File: config.mk
export PLATFORM = sky130hd
export DESIGN_NAME = priority_exclusion_queue_unit
export DESIGN_NICKNAME = d
export VERILOG_FILES = /design/src/hw/rtl/peq_pkg.sv /design/src/hw/rtl/peq_cell.sv /design/src/hw/rtl/priority_exclusion_queue_unit.sv
export SDC_FILE = /design/constraint.sdc
export NUM_CORES = 1
export LEC_CHECK = 0
export ABC_CLOCK_PERIOD_IN_PS = 5500
export BUFFER_PORTS_ARGS = -buffer_cell sky130_fd_sc_hd__buf_2
export CORE_MARGIN = 3
export CORE_UTILIZATION = 40
export CTS_CLUSTER_SIZE = 28
export DETAILED_ROUTE_END_ITERATION = 8
export GPL_TIMING_DRIVEN = 0
export PLACE_DENSITY = 0.56
export RECOVER_POWER = 25
export SLEW_MARGIN = 20
export SYNTH_ARGS = -nofsm -noshare
export SYNTH_HDL_FRONTEND = slang
export SYNTH_SLANG_ARGS = --single-unit
export TNS_END_PERCENT = 5
File: constraint.sdc
create_clock -name aclk -period 5.5 [get_ports aclk]
set_clock_uncertainty 0.15 [all_clocks]
set_input_delay 0.825 -clock aclk [delete_from_list [all_inputs] [get_ports aclk]]
set_output_delay 0.825 -clock aclk [all_outputs]
set_load 0.05 [all_outputs]
File: src/hw/rtl/peq_pkg.sv
`timescale 1ns / 1ps
// ----------------------------------------------------------------------------
// peq_pkg: shared types and constants of the priority exclusion queue
// Result status codes, fixed port field widths and the per-cell command.
// ----------------------------------------------------------------------------
package peq_pkg;

    // Fixed widths of the port fields
    localparam int PRIO_IN_W = 8;
    localparam int DATA_IN_W = 32;
    localparam int OCC_W     = 5;

    // Command codes
    typedef enum logic {
        CMD_INSERT = 1'b0,
        CMD_REMOVE = 1'b1
    } cmd_t;

    // Result status codes
    typedef enum logic [1:0] {
        ST_INSERTED = 2'd0,
        ST_REMOVED  = 2'd1,
        ST_EMPTY    = 2'd2,
        ST_FULL     = 2'd3
    } status_t;

    // Command broadcast to every cell of the chain
    typedef struct packed {
        logic ins;   // store the new entry at its sorted place
        logic rem;   // drop the head, everything moves one cell down
    } peq_ctrl_t;

endpackage

File: src/hw/rtl/peq_cell.sv
`timescale 1ns / 1ps
// ----------------------------------------------------------------------------
// peq_cell: one slot of the sorted entry chain
// Holds one entry. Compares the incoming entry against its own priority and
// takes the new entry, its lower neighbor's entry or its upper neighbor's.
// ----------------------------------------------------------------------------
module peq_cell #(
    parameter int PRIO_WIDTH = 8,
    parameter int DATA_WIDTH = 32
) (
    input  logic                   aclk,
    input  peq_pkg::peq_ctrl_t     ctrl,
    input  logic                   own_valid,
    input  logic [PRIO_WIDTH-1:0]  new_prio,
    input  logic [DATA_WIDTH-1:0]  new_data,
    input  logic                   lo_ge,
    input  logic [PRIO_WIDTH-1:0]  lo_prio,
    input  logic [DATA_WIDTH-1:0]  lo_data,
    input  logic [PRIO_WIDTH-1:0]  hi_prio,
    input  logic [DATA_WIDTH-1:0]  hi_data,
    output logic [PRIO_WIDTH-1:0]  prio,
    output logic [DATA_WIDTH-1:0]  data,
    output logic                   ge
);
    import peq_pkg::*;

    logic [PRIO_WIDTH-1:0] prio_reg, prio_next;
    logic [DATA_WIDTH-1:0] data_reg, data_next;

    // New entry goes ahead of an equal priority: newest of a tie leaves first
    assign ge = !own_valid || (new_prio >= prio_reg);

    // Slot update
    always_comb begin
        prio_next = prio_reg;
        data_next = data_reg;
        if (ctrl.rem) begin
            prio_next = hi_prio;
            data_next = hi_data;
        end else if (ctrl.ins) begin
            if (lo_ge) begin
                prio_next = lo_prio;
                data_next = lo_data;
            end else if (ge) begin
                prio_next = new_prio;
                data_next = new_data;
            end
        end
    end

    always_ff @(posedge aclk) begin
        prio_reg <= prio_next;
        data_reg <= data_next;
    end

    assign prio = prio_reg;
    assign data = data_reg;

endmodule

File: src/hw/rtl/priority_exclusion_queue_unit.sv
`timescale 1ns / 1ps
// ----------------------------------------------------------------------------
// priority_exclusion_queue_unit: bounded priority queue, remove-max
// Entries sit in a chain of cells sorted by priority, highest at cell 0,
// newest first among equal priorities. Insert places the entry by a compare
// in every cell; remove hands out cell 0 and shifts the chain down.
//
//   channel | direction | fields
//   s_      | in        | command, priority_req, payload
//   m_      | out       | status, out_priority, out_payload, occupancy
//
// One command is taken per cycle while s_ready is high; its result shows in
// the cycle after the transfer, with the chain's single compare-and-shift step.
// Reset empties the queue at once; the slots themselves are not cleared.
// A result waiting on m_ready holds s_ready low only when it is not taken.
// ----------------------------------------------------------------------------
module priority_exclusion_queue_unit #(
    parameter int DEPTH      = 16,
    parameter int PRIO_WIDTH = 8,
    parameter int DATA_WIDTH = 32
) (
    input  logic                                   aclk,
    input  logic                                   aresetn,
    input  logic                                   s_valid,
    output logic                                   s_ready,
    input  logic                                   s_command,
    input  logic [peq_pkg::PRIO_IN_W-1:0]          s_priority_req,
    input  logic signed [peq_pkg::DATA_IN_W-1:0]   s_payload,
    output logic                                   m_valid,
    input  logic                                   m_ready,
    output logic [1:0]                             m_status,
    output logic [peq_pkg::PRIO_IN_W-1:0]          m_out_priority,
    output logic signed [peq_pkg::DATA_IN_W-1:0]   m_out_payload,
    output logic [peq_pkg::OCC_W-1:0]              m_occupancy
);
    import peq_pkg::*;

    localparam int CNT_W = $clog2(DEPTH + 1);

    logic                  take;
    logic                  is_remove;
    logic                  full;
    logic                  empty;
    peq_ctrl_t             ctrl;
    logic [31:0]           prio_ext;
    logic [63:0]           data_ext;
    logic [PRIO_WIDTH-1:0] new_prio;
    logic [DATA_WIDTH-1:0] new_data;

    logic [CNT_W-1:0]      count_reg, count_next;
    logic                  m_valid_reg, m_valid_next;
    status_t               status_reg, status_next;
    logic [PRIO_IN_W-1:0]  oprio_reg, oprio_next;
    logic [DATA_IN_W-1:0]  odata_reg, odata_next;
    logic [OCC_W-1:0]      occ_reg, occ_next;

    logic [PRIO_WIDTH-1:0] cell_prio [DEPTH];
    logic [DATA_WIDTH-1:0] cell_data [DEPTH];
    logic                  cell_ge   [DEPTH];
    logic                  cell_vld  [DEPTH];

    logic [31:0]           head_prio_ext;
    logic [63:0]           head_data_ext;
    logic [31:0]           cnt_ext;

    // Handshake: a waiting result blocks only if it is not being taken
    assign s_ready   = !m_valid_reg || m_ready;
    assign take      = s_valid && s_ready;
    assign is_remove = (s_command == CMD_REMOVE);
    assign full      = (count_reg == CNT_W'(DEPTH));
    assign empty     = (count_reg == '0);

    // Command to the chain
    assign ctrl.ins = take && !is_remove && !full;
    assign ctrl.rem = take && is_remove && !empty;

    // Field width adaptation
    assign prio_ext = 32'(s_priority_req);
    assign data_ext = 64'($unsigned(s_payload));
    assign new_prio = prio_ext[PRIO_WIDTH-1:0];
    assign new_data = data_ext[DATA_WIDTH-1:0];

    // Cell chain
    for (genvar i = 0; i < DEPTH; i++) begin : g_cell
        logic                  lo_ge;
        logic [PRIO_WIDTH-1:0] lo_prio;
        logic [DATA_WIDTH-1:0] lo_data;
        logic [PRIO_WIDTH-1:0] hi_prio;
        logic [DATA_WIDTH-1:0] hi_data;

        assign cell_vld[i] = (CNT_W'(i) < count_reg);

        if (i == 0) begin : g_first
            assign lo_ge   = 1'b0;
            assign lo_prio = '0;
            assign lo_data = '0;
        end else begin : g_mid
            assign lo_ge   = cell_ge[i-1];
            assign lo_prio = cell_prio[i-1];
            assign lo_data = cell_data[i-1];
        end

        if (i == DEPTH - 1) begin : g_last
            assign hi_prio = '0;
            assign hi_data = '0;
        end else begin : g_below
            assign hi_prio = cell_prio[i+1];
            assign hi_data = cell_data[i+1];
        end

        peq_cell #(
            .PRIO_WIDTH (PRIO_WIDTH),
            .DATA_WIDTH (DATA_WIDTH)
        ) u_cell (
            .aclk      (aclk),
            .ctrl      (ctrl),
            .own_valid (cell_vld[i]),
            .new_prio  (new_prio),
            .new_data  (new_data),
            .lo_ge     (lo_ge),
            .lo_prio   (lo_prio),
            .lo_data   (lo_data),
            .hi_prio   (hi_prio),
            .hi_data   (hi_data),
            .prio      (cell_prio[i]),
            .data      (cell_data[i]),
            .ge        (cell_ge[i])
        );
    end

    // Head of the chain, fitted to the result fields
    assign head_prio_ext = 32'(cell_prio[0]);
    assign head_data_ext = 64'(cell_data[0]);

    // Count and result register
    always_comb begin
        count_next   = count_reg;
        m_valid_next = m_valid_reg;
        status_next  = status_reg;
        oprio_next   = oprio_reg;
        odata_next   = odata_reg;
        if (m_valid_reg && m_ready) begin
            m_valid_next = 1'b0;
        end
        if (take) begin
            m_valid_next = 1'b1;
            oprio_next   = '0;
            odata_next   = '0;
            if (ctrl.ins) begin
                count_next  = count_reg + CNT_W'(1);
                status_next = ST_INSERTED;
            end else if (ctrl.rem) begin
                count_next  = count_reg - CNT_W'(1);
                status_next = ST_REMOVED;
                oprio_next  = head_prio_ext[PRIO_IN_W-1:0];
                odata_next  = head_data_ext[DATA_IN_W-1:0];
            end else if (is_remove) begin
                status_next = ST_EMPTY;
            end else begin
                status_next = ST_FULL;
            end
        end
    end

    assign cnt_ext  = 32'(count_next);
    assign occ_next = take ? cnt_ext[OCC_W-1:0] : occ_reg;

    always_ff @(posedge aclk) begin
        if (!aresetn) begin
            count_reg   <= '0;
            m_valid_reg <= 1'b0;
        end else begin
            count_reg   <= count_next;
            m_valid_reg <= m_valid_next;
        end
    end

    always_ff @(posedge aclk) begin
        status_reg <= status_next;
        oprio_reg  <= oprio_next;
        odata_reg  <= odata_next;
        occ_reg    <= occ_next;
    end

    assign m_valid        = m_valid_reg;
    assign m_status       = status_reg;
    assign m_out_priority = oprio_reg;
    assign m_out_payload  = odata_reg;
    assign m_occupancy    = occ_reg;

endmodule

Yosys cells after proc, flatten, opt, wreduce, memory -nomap -nowiden
Index checks and enable logic that the tools add are counted.
- register bits: 693
- input port bits: 45
- output and inout bits: 49
- add/sub/neg operators: 2
- $lt $le $gt $ge: 32
- equality and inequality tests: 1
- mux-type cells: 129
- bitwise operators: 1
- reductions and logical operators: 80
- operators by type and width (cell ; count):
    two-way mux 32 bit ; 61
    two-way mux 8 bit ; 61
    >= comparator 8 bit ; 16
    nonzero test 3 bit ; 14
    < comparator 4 x 5 -> 1 bit (first input constant) ; 8
    AND reduction 2 bit ; 16
    zero test 1 bit ; 20
    < comparator 3 x 5 -> 1 bit (first input constant) ; 4
    logical OR 1 bit ; 17
    two-way mux 5 bit ; 3
    < comparator 1 x 5 -> 1 bit (first input constant) ; 2
    < comparator 2 x 5 -> 1 bit (first input constant) ; 2
    nonzero test 2 bit ; 4
    logical AND 1 bit ; 6
    adder 5 x 1 -> 5 bit (second input constant) ; 1
    equality test 5 bit (second input constant) ; 1
    zero test 5 bit ; 1
    subtractor 5 x 1 -> 5 bit (second input constant) ; 1
    two-way mux 1 bit ; 4
    OR reduction 2 bit ; 2
    inverter 1 bit ; 1

Logic depth before layout (Yosys ltp)
- depth after elaboration: 8
- mapped depth: 11
- mapped depth without buffers: 8

Modules after synthesis
From an unflattened synthesis, not the netlist that was laid out.
- cell total of the unflattened synthesis: 3478
- area total of the unflattened synthesis: 38854.8 µm²
- modules (own cells, without submodules) (module ; instances ; cells each ; area an instance (µm²)):
    peq_cell ; 16 ; 206 ; 2280.9
    priority_exclusion_queue_unit ; 1 ; 182 ; 2359.8

Worst setup path before layout
Ideal clock, no wire load.
- path kind: input to register
- start point: input m_ready
- end point: register g_cell[13].u_cell.data_reg[0] (enable)
- arrival time: 5.462 ns
- required time: 4.889 ns
- path slack: -0.574 ns
- cell stages on the path: 8
- cell sequence: nand2b_1 nand2_1 inv_1 nand3_1 buf_2 buf_2 clkbuf_1 a31oi_1
- longest elaborated chain between the ends: 6
- elaborated cells between the ends (all ways): 9
- those cells by class: 9 x reduce/logical
- RTL lines (item ; RTL line ; source):
    start: declaration ; priority_exclusion_queue_unit.sv:30 ; input logic m_ready,
    logical OR 1 bit (*) ; priority_exclusion_queue_unit.sv:67 ; assign s_ready = !m_valid_reg || m_ready;
    logical AND 1 bit (*) ; priority_exclusion_queue_unit.sv:68 ; assign take = s_valid && s_ready;
    logical AND 1 bit (on tied branches) (2 in series) ; priority_exclusion_queue_unit.sv:75, priority_exclusion_queue_unit.sv:74 ;
    nonzero test 3 bit (no source line) or nonzero test 2 bit (tied branches) ; n/a ;
    AND reduction 2 bit (no source line) (*) ; n/a ;
    end signal: assignment ; peq_cell.sv:53 ; data_reg <= data_next;
    end: declaration ; peq_cell.sv:28 ; logic [DATA_WIDTH-1:0] data_reg, data_next;
Every way passes the cells marked *; elsewhere a longest branch is shown, timed or not.
A chain may end at the register's enable or synchronous reset.

Worst setup path in the final report
- start point: register count_reg[1]
- end point: register g_cell[10].u_cell.data_reg[16] (enable)
- longest elaborated chain between the ends: 5
- elaborated cells between the ends (all ways): 15
- those cells by class: 2 x order compare; 1 x eq/ne; 12 x reduce/logical
- RTL lines (item ; RTL line ; source):
    start: declaration ; priority_exclusion_queue_unit.sv:50 ; logic [CNT_W-1:0] count_reg, count_next;
    start signal: assignment ; priority_exclusion_queue_unit.sv:173 ; count_reg <= count_next;
    < comparator 4 x 5 -> 1 bit, or another cell as far along ; priority_exclusion_queue_unit.sv:91 ; assign cell_vld[i] = (CNT_W'(i) < count_reg);
    zero test 1 bit (on tied branches) ; peq_cell.sv:31, priority_exclusion_queue_unit.sv:74, priority_exclusion_queue_unit.sv:75 ;
    logical OR 1 bit, or another cell as far along ; peq_cell.sv:31 ; assign ge = !own_valid || (new_prio >= prio_reg);
    nonzero test 3 bit (no source line) or nonzero test 2 bit (tied branches) ; n/a ;
    AND reduction 2 bit (no source line) (*) ; n/a ;
    end signal: assignment ; peq_cell.sv:53 ;
    end: declaration ; peq_cell.sv:28 ;
Marks and branches as above.

==> results by group <==
Outcome
  • Outcome: finished, violations left
  • Violated checks: max-capacitance violations, max-slew violations

Clocking
  • CTS tree: yes
  • Post-CTS setup repair buffer count: 0
  • H-tree depth: 3
  • CTS Hold Bufs: 0
  • Root Driver: clkbuf_16
  • Clock Sinks: 693
  • Resize count post-CTS: 0
  • CTS clk-pin slew, worst paths: 0.06 ns
  • CTS Buf Count: 78
  • Clock Latency Late Sink: 0.63 ns
  • Clock buffer depth: 3

Route
  • DRC viols: 0
  • Routed length per instance: 23.2 microns
  • Initial DRT Pass Iterations: 8
  • Via count: 28,300
  • DRT Wirelength: 115 mm
  • Final ANT Viol Nets: 0
  • Vias/cell: 5.67
  • First DRT Iteration DRCs: 2,965

Floorplanning
  • Die Area: 0.0946 sq mm
  • Initial core utilization: 0.407
  • Row cnt: 109
  • Die H: 308 microns
  • IO Pins: 94
  • CORE AREA: 0.0893 sq mm
  • Die Wd: 308 microns

Placement
  • # placed instances: 4,840
  • DP Wirelength: 92.6 mm
  • Buffers on Ports: 61
  • RD Place Congestion: 0.847
  • Cell area after placement: 0.0386 sq mm

Worst setup path
  • Critical Path End Type: flop
  • Data arrival, critical path: 5.48 ns
  • Worst path required time: 5.73 ns
  • Setup CP Type: reg -> reg
  • CP max FO: 23
  • Type of origin of the critical path: flop

Yosys
  • YS warnings: 0
  • Sequential-to-total area share from yosys stat: 0.560
  • Netlist cell types: 53
  • Avg Cell Area, Syn: 10.1 sq um
  • Synthesized area: 0.0364 sq mm
  • Synthesized flop and latch total: 693
  • Share of async-settable or async-resettable flops after synthesis: 0
  • Post-synth EDFFs: 647
  • Top FF cell, synth: edfxtp_1
  • Mapped Nets: 3,774
  • Post-Synthesis Cells: 3,597

Timing
  • Time the worst path needs with I/O delays and setup: 5.25 ns
  • Max Slew Vio Count: 45
  • Worst slew pin tran: 2.03 ns
  • Period utilization: 0.954
  • Final hold violations: 0
  • RSZ-0062 raised after global routing: no
  • Fmax: 0.191 GHz
  • Headroom to the max-slew limit: -0.360
  • Final setup violation count: 0

Min path
  • Worst hold path type: reg -> reg

Final layout
  • Layout cells sized above 1: 0.0757
  • Final #Nets: 3,932
  • Post-route cell area: 0.0409 sq mm
  • Area grow syn2layout: 12.4%
  • Max reg flops: 512
  • Non-filler cells, final: 4,984

Power
  • Sequential fraction of design power: 0.432
  • Psw: 7.10 mW
  • Leakage: 15.1 nW
  • P per Cell Area: 489 mW/mm^2
  • Clock power share: 0.248
  • Comb pwr share: 0.320
  • Power Internal: 12.9 mW
  • Switching Share: 0.355
  • IR drop worst, VDD: 0.251 mV

Global route
  • Initial antenna violation count: 0
  • First-pass GRT wire length: 172 mm
  • Maximum number of pins on one net before global-route repair: 35
  • Number of global-route vias before repair: 27,600
  • GRT overflow: 0
  • All-layer global routing usage: 0.240

Job
  • # Max-Cap Violations: 2
power groups by stage:
| stage | Clock (mW) | Combinational [mW] | Sequential [mW] |
|---|---|---|---|
| after floorplan | 0 | 4.26 | 8.60 |
| after global placement | 0 | 6.05 | 8.73 |
| after detailed placement | 0 | 6.35 | 8.70 |
| after CTS | 5.03 | 6.38 | 8.60 |
| after global routing | 5.25 | 7.11 | 8.78 |
| final | 4.96 | 6.39 | 8.63 |
logic make-up after synthesis:
| kind of cell | Yosys count | synth area share |
|---|---|---|
| simple gates | 1246 | 0.148 |
| compound gates | 995 | 0.176 |
| flops | 693 | 0.560 |
| buf+inv | 481 | 0.0569 |
| fa+ha+maj | 132 | 0.0454 |
| mux | 46 | 0.0127 |
| xor+xnor | 4 | 0.000964 |
cells in the mapped netlist (2+ instances only):
| library cell | n | area (sq um) |
|---|---|---|
| ha_1 | 132 | 1650 |
| a22oi_1 | 68 | 510 |
| o211a_1 | 2 | 20.0 |
| buf_2 | 138 | 691 |
| edfxtp_1 | 647 | 19400 |
| a41oi_2 | 2 | 32.5 |
| a21o_1 | 4 | 30.0 |
| o221ai_1 | 57 | 499 |
| clkbuf_1 | 166 | 623 |
| a21oi_1 | 458 | 2290 |
| o21ai_1 | 16 | 80.1 |
| xnor2_1 | 3 | 26.3 |
| a2111oi_2 | 6 | 90.1 |
| nand2b_1 | 11 | 68.8 |
| a211oi_1 | 22 | 165 |
| a2111oi_0 | 30 | 263 |
| or2_2 | 2 | 12.5 |
| nand3_1 | 282 | 1410 |
| nor2_1 | 226 | 848 |
| o21ai_0 | 30 | 150 |
| o211ai_1 | 245 | 1840 |
| a22o_1 | 6 | 52.6 |
| o21a_1 | 23 | 173 |
| buf_6 | 12 | 135 |
| and2_1 | 41 | 257 |
| nand4_1 | 2 | 12.5 |
| nor3_1 | 41 | 205 |
| nor4_1 | 46 | 288 |
| inv_1 | 153 | 574 |
| buf_1 | 12 | 45.0 |
| nand2_1 | 585 | 2200 |
| a31oi_1 | 7 | 43.8 |
| a211o_1 | 2 | 17.5 |
| nor2b_1 | 2 | 12.5 |
| a221oi_1 | 7 | 61.3 |
| a2111oi_1 | 4 | 40.0 |
| mux2i_1 | 46 | 460 |
| dfxtp_1 | 46 | 921 |
critical path: stages (launching register included):
cell and delay, ns:
dfxtp_1 0.35, clkbuf_1 0.24, inv_1 0.23, ha_1 0.21, or4b_1 0.55, and4_2 0.28
clkbuf_1 0.53, nor2_1 1.73, a31oi_4 0.39, buf_16 0.33
placed cells by master, fill, tap and decap left out, types with 39 or more instances in the layout:
cell         n
buf_2      136
nor2_1     227
ha_1       132
inv_1      153
nor3_1      41
nand3_1    282
o21ai_0     39
dfxtp_1     46
a21oi_1    456
nor4_1      46
edfxtp_1   647
clkbuf_16   82
clkbuf_1   259
o221ai_1    56
a22oi_1     68
o211ai_1   245
mux2i_1     46
nand2_1    577
per-stage QoR:
| stage | utilization | worst slack, ns | TNS (ns) | hold slack (ns) | total power, mW |
|---|---|---|---|---|---|
| 3_5_place_dp | 0.433 | -0.250 | -15.66 | 0.327 | 15.1 |
| 4_1_cts | 0.459 | 0.414 | 0 | 0.312 | 20.0 |
| 3_3_place_gp | 0.427 | -2.63 | -902.08 | 0.316 | 14.8 |
| 5_1_grt | 0.458 | 0.0978 | 0 | 0.333 | 21.1 |
| 6_report | 0.458 | 0.251 | 0 | 0.332 | 20.0 |
| 2_1_floorplan | - | -0.574 | -88.72 | 0.289 | 12.9 |
final cells by class:
cell class | count | area, sq um
sequential | 693 | 20300
multi-input combinational | 2423 | 14100
antenna | 1 | 2.50
tap | 1165 | 1460
fill | 8666 | 48400
timing repair buffer | 78 | 608
clock inverter | 32 | 186
inverter | 153 | 574
clock buffer | 111 | 2180
buffer | 328 | 1460
path summary, 6_finish.rpt:
check / start / endpoint / slack, ns / cells past startpoint
max reg2reg: count_reg[1] / g_cell[10].u_cell.data[16] / 0.25 / 9
min reg2reg: g_cell[15].u_cell.data[15] / g_cell[15].u_cell.data[15] / 0.33 / 2
max: count_reg[1] / g_cell[10].u_cell.data[16] / 0.25 / 9
min: g_cell[15].u_cell.data[15] / g_cell[15].u_cell.data[15] / 0.33 / 2
routing by layer:
layer,GRT usage,vias to the layer above,share of wire
met5,0,-,0
met4,0.0600,0,0.022
met3,0.0317,144,0.071
met2,0.383,1079,0.45
met1,0.347,13400,0.45
li1,-,13600,-
No activity file was read; power rests on OpenSTA's default activity.
